<file path="src/hw/rtl/gnss_binary_frame_parser_macros.svh">
// Assertion macros shared by the frame parser modules.
`ifndef GNSS_BINARY_FRAME_PARSER_MACROS_SVH
`define GNSS_BINARY_FRAME_PARSER_MACROS_SVH

`ifndef ASSERT_OFF
// Property checked on every rising edge, switched off while reset is applied.
`define GBFP_ASSERT(lbl, clk, rstn, prop, msg) \
    lbl: assert property (@(posedge clk) disable iff (!(rstn)) (prop)) else $error(msg);
// Property checked on every rising edge, including during reset.
`define GBFP_ASSERT_ALWAYS(lbl, clk, prop, msg) \
    lbl: assert property (@(posedge clk) (prop)) else $error(msg);
`else
`define GBFP_ASSERT(lbl, clk, rstn, prop, msg)
`define GBFP_ASSERT_ALWAYS(lbl, clk, prop, msg)
`endif

`endif

</file>
<file path="src/hw/rtl/gbfp_pkg.sv">
`default_nettype none

package gbfp_pkg;

    // Frame delimiters.
    localparam logic [7:0] SYNC_A = 8'hA0;
    localparam logic [7:0] SYNC_B = 8'hA1;
    localparam logic [7:0] END_A  = 8'h0D;
    localparam logic [7:0] END_B  = 8'h0A;

    // Navigation message layout.
    localparam logic [15:0] NAV_LEN   = 16'd59;
    localparam int          CAP_DEPTH = 25;
    localparam int          CAP_IDX_W = $clog2(CAP_DEPTH);

    // Register reset values.
    localparam logic [15:0] MAX_LEN_RESET = 16'd200;
    localparam logic [7:0]  NAV_ID_RESET  = 8'hA8;

    // Configuration port.
    localparam int PADDR_W = 3;
    localparam int PDATA_W = 32;
    localparam logic REG_MAX_LEN = 1'b0;
    localparam logic REG_NAV_ID  = 1'b1;

    // Result status codes.
    localparam logic [2:0] ST_NAV_OK    = 3'd0;
    localparam logic [2:0] ST_OTHER_OK  = 3'd1;
    localparam logic [2:0] ST_START1    = 3'd2;
    localparam logic [2:0] ST_START2    = 3'd3;
    localparam logic [2:0] ST_LENGTH    = 3'd4;
    localparam logic [2:0] ST_TRAILER1  = 3'd5;
    localparam logic [2:0] ST_TRAILER2  = 3'd6;
    localparam logic [2:0] ST_CHECKSUM  = 3'd7;

    typedef struct packed {
        logic [15:0] max_payload_length;
        logic [7:0]  nav_message_id;
    } cfg_t;

    typedef struct packed {
        logic [2:0]         status;
        logic [7:0]         message_id;
        logic [15:0]        frame_length;
        logic [7:0]         fix_mode;
        logic [7:0]         satellite_count;
        logic [15:0]        week_number;
        logic [31:0]        time_of_week;
        logic signed [31:0] latitude;
        logic signed [31:0] longitude;
        logic [31:0]        altitude_sea_level;
        logic [31:0]        frame_timestamp;
    } result_t;

endpackage

`default_nettype wire

</file>
<file path="src/hw/rtl/gbfp_in_if.sv">
`default_nettype none

interface gbfp_in_if;
    logic        valid;
    logic        ready;
    logic [7:0]  rx_byte;
    logic [31:0] tick_ms;

    modport source (output valid, output rx_byte, output tick_ms, input ready);
    modport sink (input valid, input rx_byte, input tick_ms, output ready);
endinterface

`default_nettype wire

</file>
<file path="src/hw/rtl/gbfp_out_if.sv">
`default_nettype none

interface gbfp_out_if;
    logic               valid;
    logic               ready;
    logic [2:0]         status;
    logic [7:0]         message_id;
    logic [15:0]        frame_length;
    logic [7:0]         fix_mode;
    logic [7:0]         satellite_count;
    logic [15:0]        week_number;
    logic [31:0]        time_of_week;
    logic signed [31:0] latitude;
    logic signed [31:0] longitude;
    logic [31:0]        altitude_sea_level;
    logic [31:0]        frame_timestamp;

    modport source (
        output valid, output status, output message_id, output frame_length,
        output fix_mode, output satellite_count, output week_number,
        output time_of_week, output latitude, output longitude,
        output altitude_sea_level, output frame_timestamp, input ready
    );
    modport sink (
        input valid, input status, input message_id, input frame_length,
        input fix_mode, input satellite_count, input week_number,
        input time_of_week, input latitude, input longitude,
        input altitude_sea_level, input frame_timestamp, output ready
    );
endinterface

`default_nettype wire

</file>
<file path="src/hw/rtl/gnss_binary_frame_parser.sv">
// GNSS binary frame parser.
//
// Received serial bytes enter on the rx channel, one word per byte, each
// with the millisecond tick at which it arrived. The parser hunts for frames
// of the form A0 A1, big-endian 16-bit length, payload, XOR checksum, 0D 0A,
// and sends one word on the frame channel for every error and for every
// completed frame. Navigation frames are decoded into their fields.
// The two configuration registers (maximum payload length and navigation
// message id) are written over the APB port. The user is to write them only
// while the parser is idle; the block itself does not enforce this.
//
// A byte from rx waits in the input register until the output register is
// free or being emptied; the deframer then processes it and any result
// goes to the output register. Throughput is one byte per cycle while the
// receiver does not stall, set by the single deframer stage, which updates
// its state once per byte. While the receiver stalls, the output register
// holds its word and the input register takes one further byte before
// rx.ready falls. Reset empties both registers, restores the register
// defaults and returns the deframer to hunting for the first start byte.

`default_nettype none

`include "gnss_binary_frame_parser_macros.svh"

module gnss_binary_frame_parser (
    input  wire logic                          clk,
    input  wire logic                          rst_n,
    input  wire logic                          psel,
    input  wire logic                          penable,
    input  wire logic                          pwrite,
    input  wire logic [gbfp_pkg::PADDR_W-1:0]  paddr,
    input  wire logic [gbfp_pkg::PDATA_W-1:0]  pwdata,
    output logic      [gbfp_pkg::PDATA_W-1:0]  prdata,
    output logic                               pready,
    gbfp_in_if.sink                            rx,
    gbfp_out_if.source                         frame
);

    gbfp_pkg::cfg_t    cfg;
    gbfp_pkg::result_t res;
    gbfp_pkg::result_t out_reg;
    logic              res_valid;
    logic              in_valid_reg;
    logic [7:0]        in_byte_reg;
    logic [31:0]       in_tick_reg;
    logic              out_valid_reg;
    logic              fire;

    gbfp_cfg_regs u_cfg (
        .clk     (clk),
        .rst_n   (rst_n),
        .psel    (psel),
        .penable (penable),
        .pwrite  (pwrite),
        .paddr   (paddr),
        .pwdata  (pwdata),
        .prdata  (prdata),
        .pready  (pready),
        .cfg     (cfg)
    );

    // A held byte is processed whenever the output register is free or
    // being emptied in the same cycle.
    assign fire     = in_valid_reg && (!out_valid_reg || frame.ready);
    assign rx.ready = !in_valid_reg || fire;

    gbfp_deframer u_deframer (
        .clk       (clk),
        .rst_n     (rst_n),
        .fire      (fire),
        .rx_byte   (in_byte_reg),
        .tick_ms   (in_tick_reg),
        .cfg       (cfg),
        .res_valid (res_valid),
        .res       (res)
    );

    always_ff @(posedge clk or negedge rst_n)
    begin
        if (!rst_n)
        begin
            in_valid_reg  <= 1'b0;
            out_valid_reg <= 1'b0;
        end
        else
        begin
            if (rx.valid && rx.ready)
            begin
                in_valid_reg <= 1'b1;
            end
            else if (fire)
            begin
                in_valid_reg <= 1'b0;
            end

            if (fire)
            begin
                out_valid_reg <= res_valid;
            end
            else if (frame.ready)
            begin
                out_valid_reg <= 1'b0;
            end
        end
    end

    always_ff @(posedge clk)
    begin
        if (rx.valid && rx.ready)
        begin
            in_byte_reg <= rx.rx_byte;
            in_tick_reg <= rx.tick_ms;
        end
        if (fire && res_valid)
        begin
            out_reg <= res;
        end
    end

    assign frame.valid              = out_valid_reg;
    assign frame.status             = out_reg.status;
    assign frame.message_id         = out_reg.message_id;
    assign frame.frame_length       = out_reg.frame_length;
    assign frame.fix_mode           = out_reg.fix_mode;
    assign frame.satellite_count    = out_reg.satellite_count;
    assign frame.week_number        = out_reg.week_number;
    assign frame.time_of_week       = out_reg.time_of_week;
    assign frame.latitude           = out_reg.latitude;
    assign frame.longitude          = out_reg.longitude;
    assign frame.altitude_sea_level = out_reg.altitude_sea_level;
    assign frame.frame_timestamp    = out_reg.frame_timestamp;

    `GBFP_ASSERT(a_input_held, clk, rst_n,
        (in_valid_reg && !fire) |=> (in_valid_reg && $stable(in_byte_reg)),
        "held input byte lost while the output register was full")

endmodule

`default_nettype wire

</file>
<file path="src/hw/rtl/gbfp_cfg_regs.sv">
`default_nettype none

module gbfp_cfg_regs (
    input  wire logic                          clk,
    input  wire logic                          rst_n,
    input  wire logic                          psel,
    input  wire logic                          penable,
    input  wire logic                          pwrite,
    input  wire logic [gbfp_pkg::PADDR_W-1:0]  paddr,
    input  wire logic [gbfp_pkg::PDATA_W-1:0]  pwdata,
    output logic      [gbfp_pkg::PDATA_W-1:0]  prdata,
    output logic                               pready,
    output gbfp_pkg::cfg_t                     cfg
);

    gbfp_pkg::cfg_t cfg_reg;
    logic           wr_en;
    logic           reg_sel;

    // Registers sit on 4-byte boundaries, so the word index is the top address bit.
    assign reg_sel = paddr[gbfp_pkg::PADDR_W-1];
    assign wr_en   = psel && penable && pwrite;
    assign pready  = 1'b1;
    assign cfg     = cfg_reg;

    always_ff @(posedge clk or negedge rst_n)
    begin
        if (!rst_n)
        begin
            cfg_reg.max_payload_length <= gbfp_pkg::MAX_LEN_RESET;
            cfg_reg.nav_message_id     <= gbfp_pkg::NAV_ID_RESET;
        end
        else if (wr_en)
        begin
            case (reg_sel)
                gbfp_pkg::REG_MAX_LEN: cfg_reg.max_payload_length <= pwdata[15:0];
                gbfp_pkg::REG_NAV_ID:  cfg_reg.nav_message_id     <= pwdata[7:0];
                default: ;
            endcase
        end
    end

    always_comb
    begin
        case (reg_sel)
            gbfp_pkg::REG_MAX_LEN: prdata = {16'd0, cfg_reg.max_payload_length};
            gbfp_pkg::REG_NAV_ID:  prdata = {24'd0, cfg_reg.nav_message_id};
            default:               prdata = '0;
        endcase
    end

endmodule

`default_nettype wire

</file>
<file path="src/hw/rtl/gbfp_deframer.sv">
`default_nettype none

`include "gnss_binary_frame_parser_macros.svh"

module gbfp_deframer (
    input  wire logic            clk,
    input  wire logic            rst_n,
    input  wire logic            fire,
    input  wire logic [7:0]      rx_byte,
    input  wire logic [31:0]     tick_ms,
    input  wire gbfp_pkg::cfg_t  cfg,
    output logic                 res_valid,
    output gbfp_pkg::result_t    res
);

    typedef enum logic [2:0] {
        PH_START1,
        PH_START2,
        PH_LEN_HI,
        PH_LEN_LO,
        PH_PAYLOAD,
        PH_CHECKSUM,
        PH_TRAIL1,
        PH_TRAIL2
    } phase_t;

    phase_t      phase_reg, phase_next;
    logic [7:0]  length_high_reg, length_high_next;
    logic [15:0] payload_length_reg, payload_length_next;
    logic [15:0] byte_index_reg, byte_index_next;
    logic [7:0]  running_checksum_reg, running_checksum_next;
    logic [7:0]  received_checksum_reg, received_checksum_next;
    logic [7:0]  first_trailer_reg, first_trailer_next;
    logic [31:0] start_timestamp_reg, start_timestamp_next;
    logic [7:0]  capture_reg [gbfp_pkg::CAP_DEPTH];

    logic [15:0] len_field;
    logic [15:0] index_inc;
    logic        cap_wr;
    logic        emit;

    assign len_field = {length_high_reg, rx_byte};
    assign index_inc = byte_index_reg + 16'd1;
    assign cap_wr    = fire && (phase_reg == PH_PAYLOAD)
                       && (byte_index_reg < 16'(gbfp_pkg::CAP_DEPTH));
    assign res_valid = fire && emit;

    always_comb
    begin
        phase_next             = phase_reg;
        length_high_next       = length_high_reg;
        payload_length_next    = payload_length_reg;
        byte_index_next        = byte_index_reg;
        running_checksum_next  = running_checksum_reg;
        received_checksum_next = received_checksum_reg;
        first_trailer_next     = first_trailer_reg;
        start_timestamp_next   = start_timestamp_reg;
        emit                   = 1'b0;
        res                    = '0;
        res.frame_timestamp    = start_timestamp_reg;

        case (phase_reg)
            PH_START1:
            begin
                if (rx_byte == gbfp_pkg::SYNC_A)
                begin
                    start_timestamp_next = tick_ms;
                    phase_next           = PH_START2;
                end
                else
                begin
                    emit                = 1'b1;
                    res.status          = gbfp_pkg::ST_START1;
                    res.frame_timestamp = tick_ms;
                end
            end
            PH_START2:
            begin
                if (rx_byte == gbfp_pkg::SYNC_B)
                begin
                    phase_next = PH_LEN_HI;
                end
                else
                begin
                    phase_next = PH_START1;
                    emit       = 1'b1;
                    res.status = gbfp_pkg::ST_START2;
                end
            end
            PH_LEN_HI:
            begin
                length_high_next = rx_byte;
                phase_next       = PH_LEN_LO;
            end
            PH_LEN_LO:
            begin
                payload_length_next = len_field;
                if (len_field > cfg.max_payload_length)
                begin
                    phase_next       = PH_START1;
                    emit             = 1'b1;
                    res.status       = gbfp_pkg::ST_LENGTH;
                    res.frame_length = len_field;
                end
                else
                begin
                    running_checksum_next = '0;
                    byte_index_next       = '0;
                    phase_next = (len_field == 16'd0) ? PH_CHECKSUM : PH_PAYLOAD;
                end
            end
            PH_PAYLOAD:
            begin
                running_checksum_next = running_checksum_reg ^ rx_byte;
                byte_index_next       = index_inc;
                if (index_inc >= payload_length_reg)
                begin
                    phase_next = PH_CHECKSUM;
                end
            end
            PH_CHECKSUM:
            begin
                received_checksum_next = rx_byte;
                phase_next             = PH_TRAIL1;
            end
            PH_TRAIL1:
            begin
                first_trailer_next = rx_byte;
                phase_next         = PH_TRAIL2;
            end
            PH_TRAIL2:
            begin
                phase_next       = PH_START1;
                emit             = 1'b1;
                res.frame_length = payload_length_reg;
                if (first_trailer_reg != gbfp_pkg::END_A)
                begin
                    res.status = gbfp_pkg::ST_TRAILER1;
                end
                else if (rx_byte != gbfp_pkg::END_B)
                begin
                    res.status = gbfp_pkg::ST_TRAILER2;
                end
                else if (running_checksum_reg != received_checksum_reg)
                begin
                    res.status = gbfp_pkg::ST_CHECKSUM;
                end
                else if (payload_length_reg == 16'd0)
                begin
                    res.status = gbfp_pkg::ST_OTHER_OK;
                end
                else if ((capture_reg[0] == cfg.nav_message_id)
                         && (payload_length_reg == gbfp_pkg::NAV_LEN))
                begin
                    res.status             = gbfp_pkg::ST_NAV_OK;
                    res.message_id         = capture_reg[0];
                    res.fix_mode           = capture_reg[1];
                    res.satellite_count    = capture_reg[2];
                    res.week_number        = {capture_reg[3], capture_reg[4]};
                    res.time_of_week       = {capture_reg[5], capture_reg[6],
                                              capture_reg[7], capture_reg[8]};
                    res.latitude           = {capture_reg[9], capture_reg[10],
                                              capture_reg[11], capture_reg[12]};
                    res.longitude          = {capture_reg[13], capture_reg[14],
                                              capture_reg[15], capture_reg[16]};
                    res.altitude_sea_level = {capture_reg[21], capture_reg[22],
                                              capture_reg[23], capture_reg[24]};
                end
                else
                begin
                    res.status     = gbfp_pkg::ST_OTHER_OK;
                    res.message_id = capture_reg[0];
                end
            end
            default:
            begin
                phase_next = PH_START1;
            end
        endcase
    end

    always_ff @(posedge clk or negedge rst_n)
    begin
        if (!rst_n)
        begin
            phase_reg             <= PH_START1;
            length_high_reg       <= '0;
            payload_length_reg    <= '0;
            byte_index_reg        <= '0;
            running_checksum_reg  <= '0;
            received_checksum_reg <= '0;
            first_trailer_reg     <= '0;
            start_timestamp_reg   <= '0;
        end
        else if (fire)
        begin
            phase_reg             <= phase_next;
            length_high_reg       <= length_high_next;
            payload_length_reg    <= payload_length_next;
            byte_index_reg        <= byte_index_next;
            running_checksum_reg  <= running_checksum_next;
            received_checksum_reg <= received_checksum_next;
            first_trailer_reg     <= first_trailer_next;
            start_timestamp_reg   <= start_timestamp_next;
        end
    end

    // The capture store takes the first 25 payload bytes; later entries may be stale.
    always_ff @(posedge clk)
    begin
        if (cap_wr)
        begin
            capture_reg[byte_index_reg[gbfp_pkg::CAP_IDX_W-1:0]] <= rx_byte;
        end
    end

    `GBFP_ASSERT(a_index_in_range, clk, rst_n,
        (phase_reg == PH_PAYLOAD) |-> (byte_index_reg < payload_length_reg),
        "payload index has run past the frame length")

    `GBFP_ASSERT(a_emit_phase, clk, rst_n,
        res_valid |-> ((phase_reg == PH_START1) || (phase_reg == PH_START2)
                       || (phase_reg == PH_LEN_LO) || (phase_reg == PH_TRAIL2)),
        "result raised in a phase that never completes a word")

    `GBFP_ASSERT(a_nav_length, clk, rst_n,
        (res_valid && (res.status == gbfp_pkg::ST_NAV_OK))
            |-> (payload_length_reg == gbfp_pkg::NAV_LEN),
        "navigation result decoded from a frame of the wrong length")

endmodule

`default_nettype wire
</file>
<file path="src/flat_wrapper.sv">
// flat-port wrapper written by rule: the top's interface ports become plain ports
module gnss_binary_frame_parser_flat 
  (clk, rst_n, psel, penable, pwrite, paddr, pwdata, prdata, pready, rx_valid, rx_rx_byte, rx_tick_ms, rx_ready, frame_valid, frame_status, frame_message_id, frame_frame_length, frame_fix_mode, frame_satellite_count, frame_week_number, frame_time_of_week, frame_latitude, frame_longitude, frame_altitude_sea_level, frame_frame_timestamp, frame_ready);
  gbfp_in_if rx_i ();
  gbfp_out_if frame_i ();
  input  wire logic clk;
  input  wire logic rst_n;
  input  wire logic psel;
  input  wire logic penable;
  input  wire logic pwrite;
  input  wire logic [gbfp_pkg::PADDR_W-1:0] paddr;
  input  wire logic [gbfp_pkg::PDATA_W-1:0] pwdata;
  output logic      [gbfp_pkg::PDATA_W-1:0] prdata;
  output logic pready;
  input wire logic [$bits(rx_i.valid)-1:0] rx_valid;
  input wire logic [$bits(rx_i.rx_byte)-1:0] rx_rx_byte;
  input wire logic [$bits(rx_i.tick_ms)-1:0] rx_tick_ms;
  output wire logic [$bits(rx_i.ready)-1:0] rx_ready;
  output wire logic [$bits(frame_i.valid)-1:0] frame_valid;
  output wire logic [$bits(frame_i.status)-1:0] frame_status;
  output wire logic [$bits(frame_i.message_id)-1:0] frame_message_id;
  output wire logic [$bits(frame_i.frame_length)-1:0] frame_frame_length;
  output wire logic [$bits(frame_i.fix_mode)-1:0] frame_fix_mode;
  output wire logic [$bits(frame_i.satellite_count)-1:0] frame_satellite_count;
  output wire logic [$bits(frame_i.week_number)-1:0] frame_week_number;
  output wire logic [$bits(frame_i.time_of_week)-1:0] frame_time_of_week;
  output wire logic [$bits(frame_i.latitude)-1:0] frame_latitude;
  output wire logic [$bits(frame_i.longitude)-1:0] frame_longitude;
  output wire logic [$bits(frame_i.altitude_sea_level)-1:0] frame_altitude_sea_level;
  output wire logic [$bits(frame_i.frame_timestamp)-1:0] frame_frame_timestamp;
  input wire logic [$bits(frame_i.ready)-1:0] frame_ready;
  assign rx_i.valid = rx_valid;
  assign rx_i.rx_byte = rx_rx_byte;
  assign rx_i.tick_ms = rx_tick_ms;
  assign rx_ready = rx_i.ready;
  assign frame_valid = frame_i.valid;
  assign frame_status = frame_i.status;
  assign frame_message_id = frame_i.message_id;
  assign frame_frame_length = frame_i.frame_length;
  assign frame_fix_mode = frame_i.fix_mode;
  assign frame_satellite_count = frame_i.satellite_count;
  assign frame_week_number = frame_i.week_number;
  assign frame_time_of_week = frame_i.time_of_week;
  assign frame_latitude = frame_i.latitude;
  assign frame_longitude = frame_i.longitude;
  assign frame_altitude_sea_level = frame_i.altitude_sea_level;
  assign frame_frame_timestamp = frame_i.frame_timestamp;
  assign frame_i.ready = frame_ready;
  gnss_binary_frame_parser u_core (.clk(clk), .rst_n(rst_n), .psel(psel), .penable(penable), .pwrite(pwrite), .paddr(paddr), .pwdata(pwdata), .prdata(prdata), .pready(pready), .rx(rx_i), .frame(frame_i));
endmodule
</file>
<file path="config.mk">
export PLATFORM = sky130hd
export DESIGN_NAME = gnss_binary_frame_parser_flat
export DESIGN_NICKNAME = d
export VERILOG_FILES = /design/src/hw/rtl/gbfp_pkg.sv /design/src/hw/rtl/gbfp_in_if.sv /design/src/hw/rtl/gbfp_out_if.sv /design/src/hw/rtl/gnss_binary_frame_parser.sv /design/src/hw/rtl/gbfp_cfg_regs.sv /design/src/hw/rtl/gbfp_deframer.sv /design/src/flat_wrapper.sv
export VERILOG_INCLUDE_DIRS = /design/src /design/src/hw/rtl
export SDC_FILE = /design/constraint.sdc
export NUM_CORES = 1
export LEC_CHECK = 0
export ABC_AREA = 1
export BUFFER_PORTS_ARGS = -buffer_cell sky130_fd_sc_hd__buf_2
export CORE_ASPECT_RATIO = 1.4
export CORE_UTILIZATION = 60
export CTS_CLUSTER_SIZE = 30
export DETAILED_ROUTE_END_ITERATION = 16
export PLACE_DENSITY_LB_ADDON = 0.25
export SYNTH_ARGS = -nofsm -noshare
export SYNTH_HDL_FRONTEND = slang
export SYNTH_SLANG_ARGS = --single-unit
</file>
<file path="constraint.sdc">
create_clock -name clk -period 16.6 [get_ports clk]
set_input_delay 0 -clock clk [delete_from_list [all_inputs] [get_ports clk]]
set_output_delay 0 -clock clk [all_outputs]
set_load 0.03 [all_outputs]
</file>
==> impl_results.md, run 1 <==
* FF/Latch Area at 0.0160 sq mm
* Worst hold path class: primary input to async pin
* CTS Buf Count at 49
* Peak supply drop at 0.000152 V
* Fin util at 72.5%
* Row cnt at a little over 80
* Multiplexer area fraction after synthesis at 0%
* Largest area contributor in the netlist: edfxtp_1
* Avg Inst Size Synth at 12.4 sq um
* Slew Limit Fails at 0
* CTS Root Cell: clkbuf_16
* Die Span X at about 160 microns
* Tcrit/Tclk final at around 29%
* Top Ports at 336
* Dpl hpwl at roughly 28000 microns
* Initial antenna violation count at 1
* TNS Setup at 0 ns
* Layout Skew at 0.0199 ns
* EDFF count, synth at 427
* Post-synthesis compound-gate area fraction at 4.68%
* Max-Cap Viols at 0
* Via/cell ratio at between 5 and 6
* Layout cell share with drive strength beyond 1 at a little under a quarter
* Synth Register Bits at 552
* Worst-Skew Late Latency at 0.57 ns
* Tmin final at approximately 5 ns
* Crit start category: register
* Initial DRC Count at 1223
* Post-DRT Antenna Nets at 0
* Flip-flop count of the largest register after layout at ~170
* Layout net count at approximately 2300
* GR Util All Layers at 25.2%
* Post-synthesis sequential area ratio at 72.6%
* Initial Utilization at roughly three fifths
* Setup repair bufs after CTS at 0
* CTS Hold Bufs at 61
* Largest net degree at the start of global routing at 139
* Total die area at 0.0374 sq mm
* Clock slew at reported path FFs at ~0.07 ns
* Unique masters post-synth at 41
* RR Startpoint: u_core.in_byte_reg[0]
* Post_cts resized at 0
* Largest cells by area after synthesis: edfxtp_1 (58%), dfrtp_1 (14%), inv_1 (5.3%)
* H-tree Lvls at 2
* First-pass GRT wire length at 71200 microns
* PortBufs at 300
* Power per cell area at 173 mW/mm^2
* Area share of fa/ha/maj cells after synthesis at 2.11%
* Area Overhead vs Synth at 18.5%
* Top-area cell type share of the netlist area at between 50% and 60%
* Largest family of logic cells by synthesized area: simple AND/OR/NAND/NOR gates
* Vias at 13700
* Worst hold margin at 0.0660 ns
* DP Area at 0.0238 sq mm
* Yosys warns at 0
* WL per Instance at 17.5 microns
* Post-synth top flop: edfxtp_1
* Core area at 0.0359 sq mm
* Critical Path Start: u_core.in_byte_reg[0]
* Final RePlAce weighted congestion at 0.896
* Synthesized instance count at about 1800
* CTS tree: built
* Power Total at 4.50 mW
* DRC at 0
* Critical path type: register to register
* CP endpoint kind: register
* Final setup fails at 0
* Vias in the first global route at 13500
* CP required at 16.78 ns
* Post-Synth XOR/XNOR Area at roughly 1.1%
* Crit-path max FO at 138
* Filler cells at 2322
* Unrepaired setup endpoints after global routing: no
* Multi-input logic area at 0.00446 sq mm
* Die H at 228 microns
* Fmax at 0.205 GHz
* Iteration count of the initial detailed-routing pass at 6
* Clock sink count at 552
* Pleak at ~11 nW
* Worst rel slew slack at 23.0%
* Mapped cell area at between 0.02 and 0.025 sq mm
* CP arrival at a little over 5 ns
* Run status: finished clean
* GRT overflow at 0
* Synth async-reset ratio at 22.6%
* Final Instance Area at 0.0261 sq mm
* Post-detailed-routing wire length at 46400 microns
* Simple-Gate Fraction of Synth Area at 12.1%
* Fin. Hold Viols at 0
* Worst-Margin Slew at 1.15 ns
* CTS max path bufs at 3
## path summary, 6_finish.rpt
kind / end / slack, ns / cells past startpoint
setup / recovery: frame_week_number[3] / 11.73 / 17
hold / removal: u_core.u_deframer.start_timestamp_reg[4] / 0.07 / 2
setup reg to reg: frame_week_number[3] / 11.73 / 17
hold reg to reg: u_core.u_deframer.start_timestamp_reg[2] / 0.49 / 2
max in group asynchronous: u_core.u_deframer.length_high_reg[3] / 15.13 / 3
min in group clk: u_core.in_tick_reg[22] / 0.14 / 2
## logic make-up after synthesis
logic type | after synthesis
other | 2
adder cells (fa/ha/maj) | 37
flip-flops | 552
AO/OA/AOI/OAI | 198
AND/OR/NAND/NOR | 575
buffers and inverters | 381
XOR/XNOR | 28
## layout by cell type, fill, tap and decap left out, types with 4 or more instances in the layout
cell and n:
dlygate4sd3_1 61, a21oi_1 21, buf_2 299, clkinv_2 7, xnor2_1 10, nor2_1 142, clkbuf_16 50, ha_1 37
o22ai_1 16, clkbuf_1 11, dfstp_2 6, nor4_1 5, clkinv_1 8, xor2_1 18, edfxtp_1 427, o21ai_0 154
nand3_1 34, clkinvlp_4 5, buf_4 16, nor3_1 14, nor2_4 13, nor2_2 92, nand2_1 246, nand4_1 17
dfrtp_1 119, conb_1 17, inv_1 309, inv_2 5, bufinv_16 7, nand2_2 4
## critical path, cell delays in order, from the launching register on
cell and delay (ns):
edfxtp_1 0.32, buf_4 0.38, inv_1 0.26, ha_1 0.26, inv_1 0.05, nand2_1 0.04
nand2_1 0.05, nand2_1 0.04, nand2_1 0.05, nand2_1 0.04, nand2_1 0.05, nand2_1 0.04
nand2_1 0.10, nand3_1 0.50, nand3_1 0.32, nand2_1 0.21, inv_8 0.71, buf_4 0.91
## metal layers
metal	vias to the layer above	share of wire [%]	track usage, %
met5	-	0	0
met4	0	3.6	10.1
met3	95	5.8	3.30
met2	494	53	44.7
met1	6629	38	30.9
li1	6529	-	-
## where the power goes
part           total, mW  switching (mW)  internal (mW)
Combinational       1.47            1.04          0.426
Sequential          1.88           0.104           1.78
Clock               1.15           0.482          0.667
## cell usage after synthesis, types with 4 or more instances
cell,number
a21oi_1,21
buf_4,19
buf_8,10
clkbuf_1,31
dfrtp_1,119
dfstp_2,6
edfxtp_1,427
ha_1,37
inv_1,310
inv_2,5
nand2_1,246
nand2_2,4
nand3_1,35
nand4_1,17
nor2_1,142
nor2_2,92
nor2_4,13
nor3_1,14
nor4_1,5
o21ai_0,154
o22ai_1,16
xnor2_1,10
xor2_1,18
## area by class of cell
| type | instances | area share [%] |
|---|---|---|
| Timing Repair Buffer | 376 | 8.55 |
| Multi-Input combinational cell | 855 | 17.1 |
| Clock buffer | 62 | 5.01 |
| Clock inverter | 28 | 1.26 |
| Inverter | 315 | 4.57 |
| Sequential cell | 552 | 61.3 |
| Antenna cell | 1 | 0.00961 |
| Tap cell | 462 | 2.22 |
## through the flow
| step | setup WS, ns | cells |
|---|---|---|
| 2_1_floorplan | 10.00 | 1788 |
| 3_5_place_dp | 11.73 | 2499 |
| 4_1_cts | 11.68 | 2650 |
| 3_3_place_gp | 11.78 | 2499 |
| 5_1_grt | 11.28 | 2651 |
| 6_report | 11.73 | 2651 |
Power figures use the tool's default switching activity.
==> inputs of run 2 (changes only) <==
--- a/config.mk
+++ b/config.mk
@@ -9,7 +9,7 @@
 export ABC_AREA = 1
 export BUFFER_PORTS_ARGS = -buffer_cell sky130_fd_sc_hd__buf_2
 export CORE_ASPECT_RATIO = 1.4
-export CORE_UTILIZATION = 60
+export CORE_UTILIZATION = 51
 export CTS_CLUSTER_SIZE = 30
 export DETAILED_ROUTE_END_ITERATION = 16
 export PLACE_DENSITY_LB_ADDON = 0.25
==> constraint.sdc (replaced) <==
create_clock -name clk -period 4.3 [get_ports clk]
set_input_delay 0 -clock clk [delete_from_list [all_inputs] [get_ports clk]]
set_output_delay 0 -clock clk [all_outputs]
set_load 0.03 [all_outputs]
==> impl_results.md, run 2 (synthesis results as in run 1) <==
* Final Instance Area at 0.0264 sq mm (+1.3%)
* DRC at 0 (unchanged)
* Core area at 0.0423 sq mm (+18%)
* Most common library cell in the layout ignoring fill and taps: edfxtp_1
* Setup repair bufs after CTS at 0 (unchanged)
* DP Area at 0.0240 sq mm (+0.91%)
* CP peak stage delay at 0.46 ns (-0.45 ns)
* Critical path buffers and inverters at 4 (-1)
* ANT cells at 0 (-1)
* Run status: finished clean
* GRT overflow at 0 (unchanged)
* CP required at 4.55 ns (-12.23 ns)
* Crit start category: register
* Initial antenna violation count at 0 (-1)
* Slowest CP cell: clkinvlp_4
* Die Span X at 177 microns (+8.4%)
* Fin. Hold Viols at 0 (unchanged)
* Total die area at 0.0439 sq mm (+17%)
* CTS tree: built
* M1 GR Usage at 25.9% (-5.0 points)
* Worst-Margin Slew at 1.03 ns (-0.121 ns)
* Largest net degree at the start of global routing at 77 (-45%)
* Tcrit/Tclk final at 77.3% (+48 points)
* Clock sink count at 552 (unchanged)
* Max-Cap Viols at 0 (unchanged)
* Most frequent CP cell: nor2_1
* Layer with the highest usage: met2
* Layout cell share with drive strength beyond 1 at 24.0% (+0.66 points)
* CTS Hold Bufs at 63 (+3.3%)
* Final setup fails at 0 (unchanged)
* Top delay family on crit path: buffers and inverters
* CTS Buf Count at 51 (+4.1%)
* CTS max path bufs at 3 (unchanged)
* Top Ports at 336 (unchanged)
* Met3 Usage GRT at 3.00% (-0.30 points)
* Dpl hpwl at 29800 microns (+5.5%)
* Power Total at 17.7 mW (+290%)
* GR Util All Layers at 21.1% (-4.1 points)
* Via/cell ratio at 4.90 (-5.5%)
* Most frequent cells in the layout: edfxtp_1 (427), inv_1 (308), buf_2 (299)
* Layout net count at 2277 (+0.40%)
* Clock slew at reported path FFs at 0.06 ns (about the same)
* First-pass GRT wire length at 69900 microns (-1.9%)
* CP endpoint kind: register
* Post-detailed-routing wire length at 46600 microns (+0.49%)
* Vias in the first global route at 12900 (-4.2%)
* Flip-flop count of the largest register after layout at 168 (unchanged)
* CP Cell Sequence: buf_4, inv_1, nand4_1, nor2_1, nor2_1, nor2_1, nand3_2, nand2_2, clkinvlp_4, buf_12
* Power per cell area at 669 mW/mm^2 (+290%)
* Layout Skew at 0.0241 ns (+0.00419 ns)
* CTS Root Cell: clkbuf_16
* Post-DRT Antenna Nets at 0 (unchanged)
* Row cnt at 89 (+8.5%)
* Worst rel slew slack at 31.6% (+8.7 points)
* Fmax at 0.301 GHz (+46%)
* Vias at 13400 (-2.2%)
* Post_cts resized at 0 (unchanged)
* H-tree Lvls at 2 (unchanged)
* PortBufs at 300 (unchanged)
* Pleak at 11.5 nW (+0.96%)
* Worst-Skew Late Latency at 0.57 ns (about the same)
* GR Util met2 at 37.8% (-6.8 points)
* Initial Utilization at 51.9% (-9.3 points)
* Worst hold margin at 0.144 ns (+0.0781 ns)
* WL per Instance at 17.0 microns (-3.0%)
* Critical path type: register to register
* Crit-path max FO at 76 (-45%)
* Final RePlAce weighted congestion at 0.857 (-4.3%)
* Die H at 248 microns (+8.4%)
* Unrepaired setup endpoints after global routing: no
* Tmin final at 3.32 ns (-1.54 ns)
* Initial DRC Count at 926 (-24%)
* Slew Limit Fails at 0 (unchanged)
* Area Overhead vs Synth at 20.0%
* Iteration count of the initial detailed-routing pass at 5 (-1)
* Worst hold path class: primary input to register
* Peak supply drop at 0.000529 V (+250%)
* CP arrival at 3.57 ns (-1.48 ns)
run 2: worst paths after layout:
check / cells past startpoint / slack (ns) / from / to
min: 2 / 0.14 / rx_tick_ms[16] / u_core.in_tick_reg[16]
min in group asynchronous: 3 / 0.35 / rst_n / u_core.u_deframer.received_checksum_reg[7]
max in group asynchronous: 4 / 3.01 / rst_n / u_core.u_deframer.first_trailer_reg[5]
max: 10 / 0.98 / u_core.in_byte_reg[3] / frame_longitude[15]
max reg2reg: 10 / 0.98 / u_core.in_byte_reg[3] / frame_longitude[15]
min reg2reg: 2 / 0.48 / u_core.u_deframer.start_timestamp_reg[6] / u_core.u_deframer.start_timestamp_reg[6]
run 2: per-stage QoR:
step / std cells / utilization [%] / TNS (ns) / worst slack, ns
CTS: 2745 / 62.4 / 0 / 1.00
global placement: 2588 / 56.8 / 0 / 1.04
detailed placement: 2588 / 56.8 / 0 / 1.06
finish: 2745 / 62.4 / 0 / 0.976
global route: 2745 / 62.4 / 0 / 0.775
floorplan: 1788 / - / -213.85 / -0.976
run 2: final cells by class:
| type | instances | area, sq um |
|---|---|---|
| multi-input cells | 855 | 4490 |
| inverters | 315 | 1190 |
| clock inverters | 31 | 404 |
| repair buffers | 383 | 2340 |
| flip-flops and latches | 552 | 16000 |
| well taps | 546 | 683 |
| fillers | 3269 | 15900 |
| clock buffers | 63 | 1320 |
run 2: report_power, final:
| part | switching, mW | internal [mW] | leakage (nW) | total [mW] |
|---|---|---|---|---|
| combinational | 4.03 | 1.70 | 5.04 | 5.73 |
| sequential | 0.411 | 6.86 | 5.63 | 7.27 |
| clock | 1.92 | 2.74 | 0.842 | 4.66 |
run 2: routing by layer:
metal | part of all wire, % | wire (microns)
met1 | 40 | 18400
met2 | 52 | 24300
met3 | 5.3 | 2470
met4 | 3.1 | 1440
met5 | 0 | 0
==> inputs of run 3 (changes only) <==
==> constraint.sdc (replaced) <==
create_clock -name clk -period 2.84 [get_ports clk]
set_input_delay 0 -clock clk [delete_from_list [all_inputs] [get_ports clk]]
set_output_delay 0 -clock clk [all_outputs]
set_load 0.03 [all_outputs]
==> impl_results.md, run 3 (synthesis results as in run 1) <==
* Slew Limit Fails at 0 (unchanged)
* DRC at 0 (unchanged)
* CTS Root Cell: clkbuf_16
* Final Instance Area at 0.0269 sq mm (+1.8%)
* Initial antenna violation count at 0 (unchanged)
* CP endpoint kind: register
* Top Ports at 336 (unchanged)
* GRT overflow at 0 (unchanged)
* ANT cells at 0 (unchanged)
* Post-detailed-routing wire length at 47400 microns (+1.6%)
* Tmin final at 2.67 ns (-0.650 ns)
* CP peak stage delay at 0.44 ns (-0.02 ns)
* Most frequent CP cell: nand2_1
* Core area at 0.0423 sq mm (unchanged)
* Die Span X at 177 microns (unchanged)
* CP required at 3.31 ns (-1.24 ns)
* Slowest CP cell: dfrtp_1
* Final RePlAce weighted congestion at 0.868 (+1.2%)
* CTS tree: built
* Peak supply drop at 0.000693 V (+31%)
* Most common library cell in the layout ignoring fill and taps: edfxtp_1
* Post-DRT Antenna Nets at 0 (unchanged)
* Layout net count at 2323 (+2.0%)
* Area Overhead vs Synth at 22.2%
* Tcrit/Tclk final at 94.1% (+17 points)
* Multi-input logic area at 0.00451 sq mm (+0.50%)
* Worst-Margin Slew at 0.951 ns (-0.0747 ns)
* Total die area at 0.0439 sq mm (unchanged)
* Power Total at 27.2 mW (+54%)
* Reg2Reg Capture Point: u_core.u_deframer.phase_reg[0]
* CTS Buf Count at 51 (unchanged)
* Most frequent cells in the layout: edfxtp_1 (427), inv_1 (308), buf_2 (299)
* Run status: finished clean
* Reg2Reg Setup Slack at 0.17 ns (-0.81 ns)
* Worst Reg-to-Reg Cells at 15 (+5)
* GR Util All Layers at 21.8% (+0.65 points)
* Largest net degree at the start of global routing at 84 (+9.1%)
* Critical path type: register to register
* Die H at 248 microns (unchanged)
* Crit start category: register
* PortBufs at 300 (unchanged)
* CP Cell Sequence: nand3_1, or3_1, nor3_1, xor2_1, ha_1, nand2_1, inv_1, o21ai_0, nand2_1, nor2_1, nand4_1, nand2_2, inv_1, nand2_1, nand2_1
* Worst hold path class: primary input to async pin
* Worst rel slew slack at 36.5% (+4.8 points)
* Initial DRC Count at 866 (-6.5%)
* Layout cell share with drive strength beyond 1 at 26.3% (+2.3 points)
* Finished Layout Cells at 2792 (+1.7%)
* First-pass GRT wire length at 72700 microns (+4.1%)
* Row cnt at 89 (unchanged)
* Critical path buffers and inverters at 2 (-2)
* RR Startpoint: u_core.u_deframer.byte_index_reg[1]
* Final setup fails at 0 (unchanged)
* Placed Instances at 2632 (+1.7%)
* Worst-Skew Late Latency at 0.57 ns (about the same)
* Vias in the first global route at 13700 (+5.9%)
* WL per Instance at 17.0 microns (about the same)
* Clock slew at reported path FFs at 0.06 ns (about the same)
* Layout Skew at 0.0168 ns (-0.00730 ns)
* CP arrival at 3.14 ns (-0.43 ns)
* Fmax at 0.374 GHz (+24%)
* Max-Cap Viols at 0 (unchanged)
* Clock sink count at 552 (unchanged)
* TNS Setup at 0 ns (unchanged)
* H-tree Lvls at 2 (unchanged)
* FF/Latch Area at 0.0160 sq mm (about the same)
* Filler cells at 3243 (-0.80%)
* Top delay family on crit path: simple AND/OR/NAND/NOR gates
* Vias at 13800 (+2.6%)
* CTS max path bufs at 3 (unchanged)
* Initial Utilization at 51.9% (unchanged)
* Via/cell ratio at 4.94 (+0.85%)
* Crit-path max FO at 5 (-93%)
* Fin util at 63.5% (+1.1 points)
* Iteration count of the initial detailed-routing pass at 5 (unchanged)
* Flip-flop count of the largest register after layout at 168 (unchanged)
* Dpl hpwl at 31600 microns (+6.1%)
* Power per cell area at 1010 mW/mm^2 (+51%)
* Pleak at 11.8 nW (+2.3%)
* DP Area at 0.0244 sq mm (+1.6%)
* Fin. Hold Viols at 0 (unchanged)
[run 3: changes by cell type in the layout (fill, tap and decap cells not counted), moves of 2 or more]
cell        before  now
buf_4           17   59
clkbuf_1        12    3
clkinvlp_4       3    8
buf_12           5    9
dfrtp_1        119  116
dfrtp_2          0    3
nor2_1         142  139
nor2_2          92   95
clkinv_4         1    3
[run 3: where the power goes]
group          switching [mW]  total (mW)  internal (mW)
Clock                    2.99        7.17           4.18
Sequential              0.626        11.0           10.4
Combinational            6.13        8.98           2.85
Total                    9.75        27.2           17.4
[run 3: worst max-delay path by stage]
stage | slack (ns) | endpoint | cells after the start | startpoint
6_report | 0.17 | u_core.u_deframer.phase_reg[0] | 15 | u_core.u_deframer.byte_index_reg[1]
5_1_grt | -0.04 | u_core.u_deframer.phase_reg[0] | 19 | u_core.u_deframer.byte_index_reg[1]
4_1_cts | 0.12 | u_core.u_deframer.phase_reg[0] | 19 | u_core.u_deframer.byte_index_reg[0]
3_5_place_dp | 0.15 | u_core.u_deframer.phase_reg[0] | 19 | u_core.u_deframer.byte_index_reg[0]
3_3_place_gp | 0.15 | u_core.u_deframer.phase_reg[0] | 19 | u_core.u_deframer.byte_index_reg[0]
2_1_floorplan | -2.44 | frame_altitude_sea_level[10] | 11 | u_core.in_byte_reg[5]
[run 3: timing repair]
item                                   CTS  global route
hold buffers                            62             0
setup buffers                            0             3
endpoints found under the hold margin  185             0
gates resized for setup                  0             9
setup endpoints to repair                0             3
[run 3: final cells by class]
cell class | count | share of cell area [%]
Clock buffer | 55 | 4.85
Clock inverter | 40 | 1.77
Inverter | 315 | 4.42
Multi-Input combinational cell | 855 | 16.8
Sequential cell | 552 | 59.4
Tap cell | 546 | 2.54
Timing Repair Buffer | 429 | 10.2
[run 3: worst register-to-register path, delay by kind of cell, from the launching register on]
kind | cells | cell delay, ns
XOR/XNOR | 1 | 0.21
buffers and inverters | 2 | 0.10
adder cells (fa/ha/maj) | 1 | 0.27
flip-flops | 1 | 0.44
AND/OR/NAND/NOR | 10 | 1.48
AO/OA/AOI/OAI | 1 | 0.07
[run 3: per-layer routing]
| metal | GRT usage (%) | part of all wire [%] |
|---|---|---|
| met1 | 26.7 | 40 |
| met2 | 38.5 | 51 |
| met3 | 3.31 | 5.3 |
| met4 | 8.47 | 3.4 |
| met5 | 0 | 0 |
[run 3: metrics by stage]
step	hold WS (ns)	worst slack (ns)
final	0.0988	0.166
after global routing	0.122	-0.0371
after CTS	0.0731	0.120
after detailed placement	-0.0726	0.154
after global placement	-0.0789	0.145
after floorplan	-0.296	-2.44
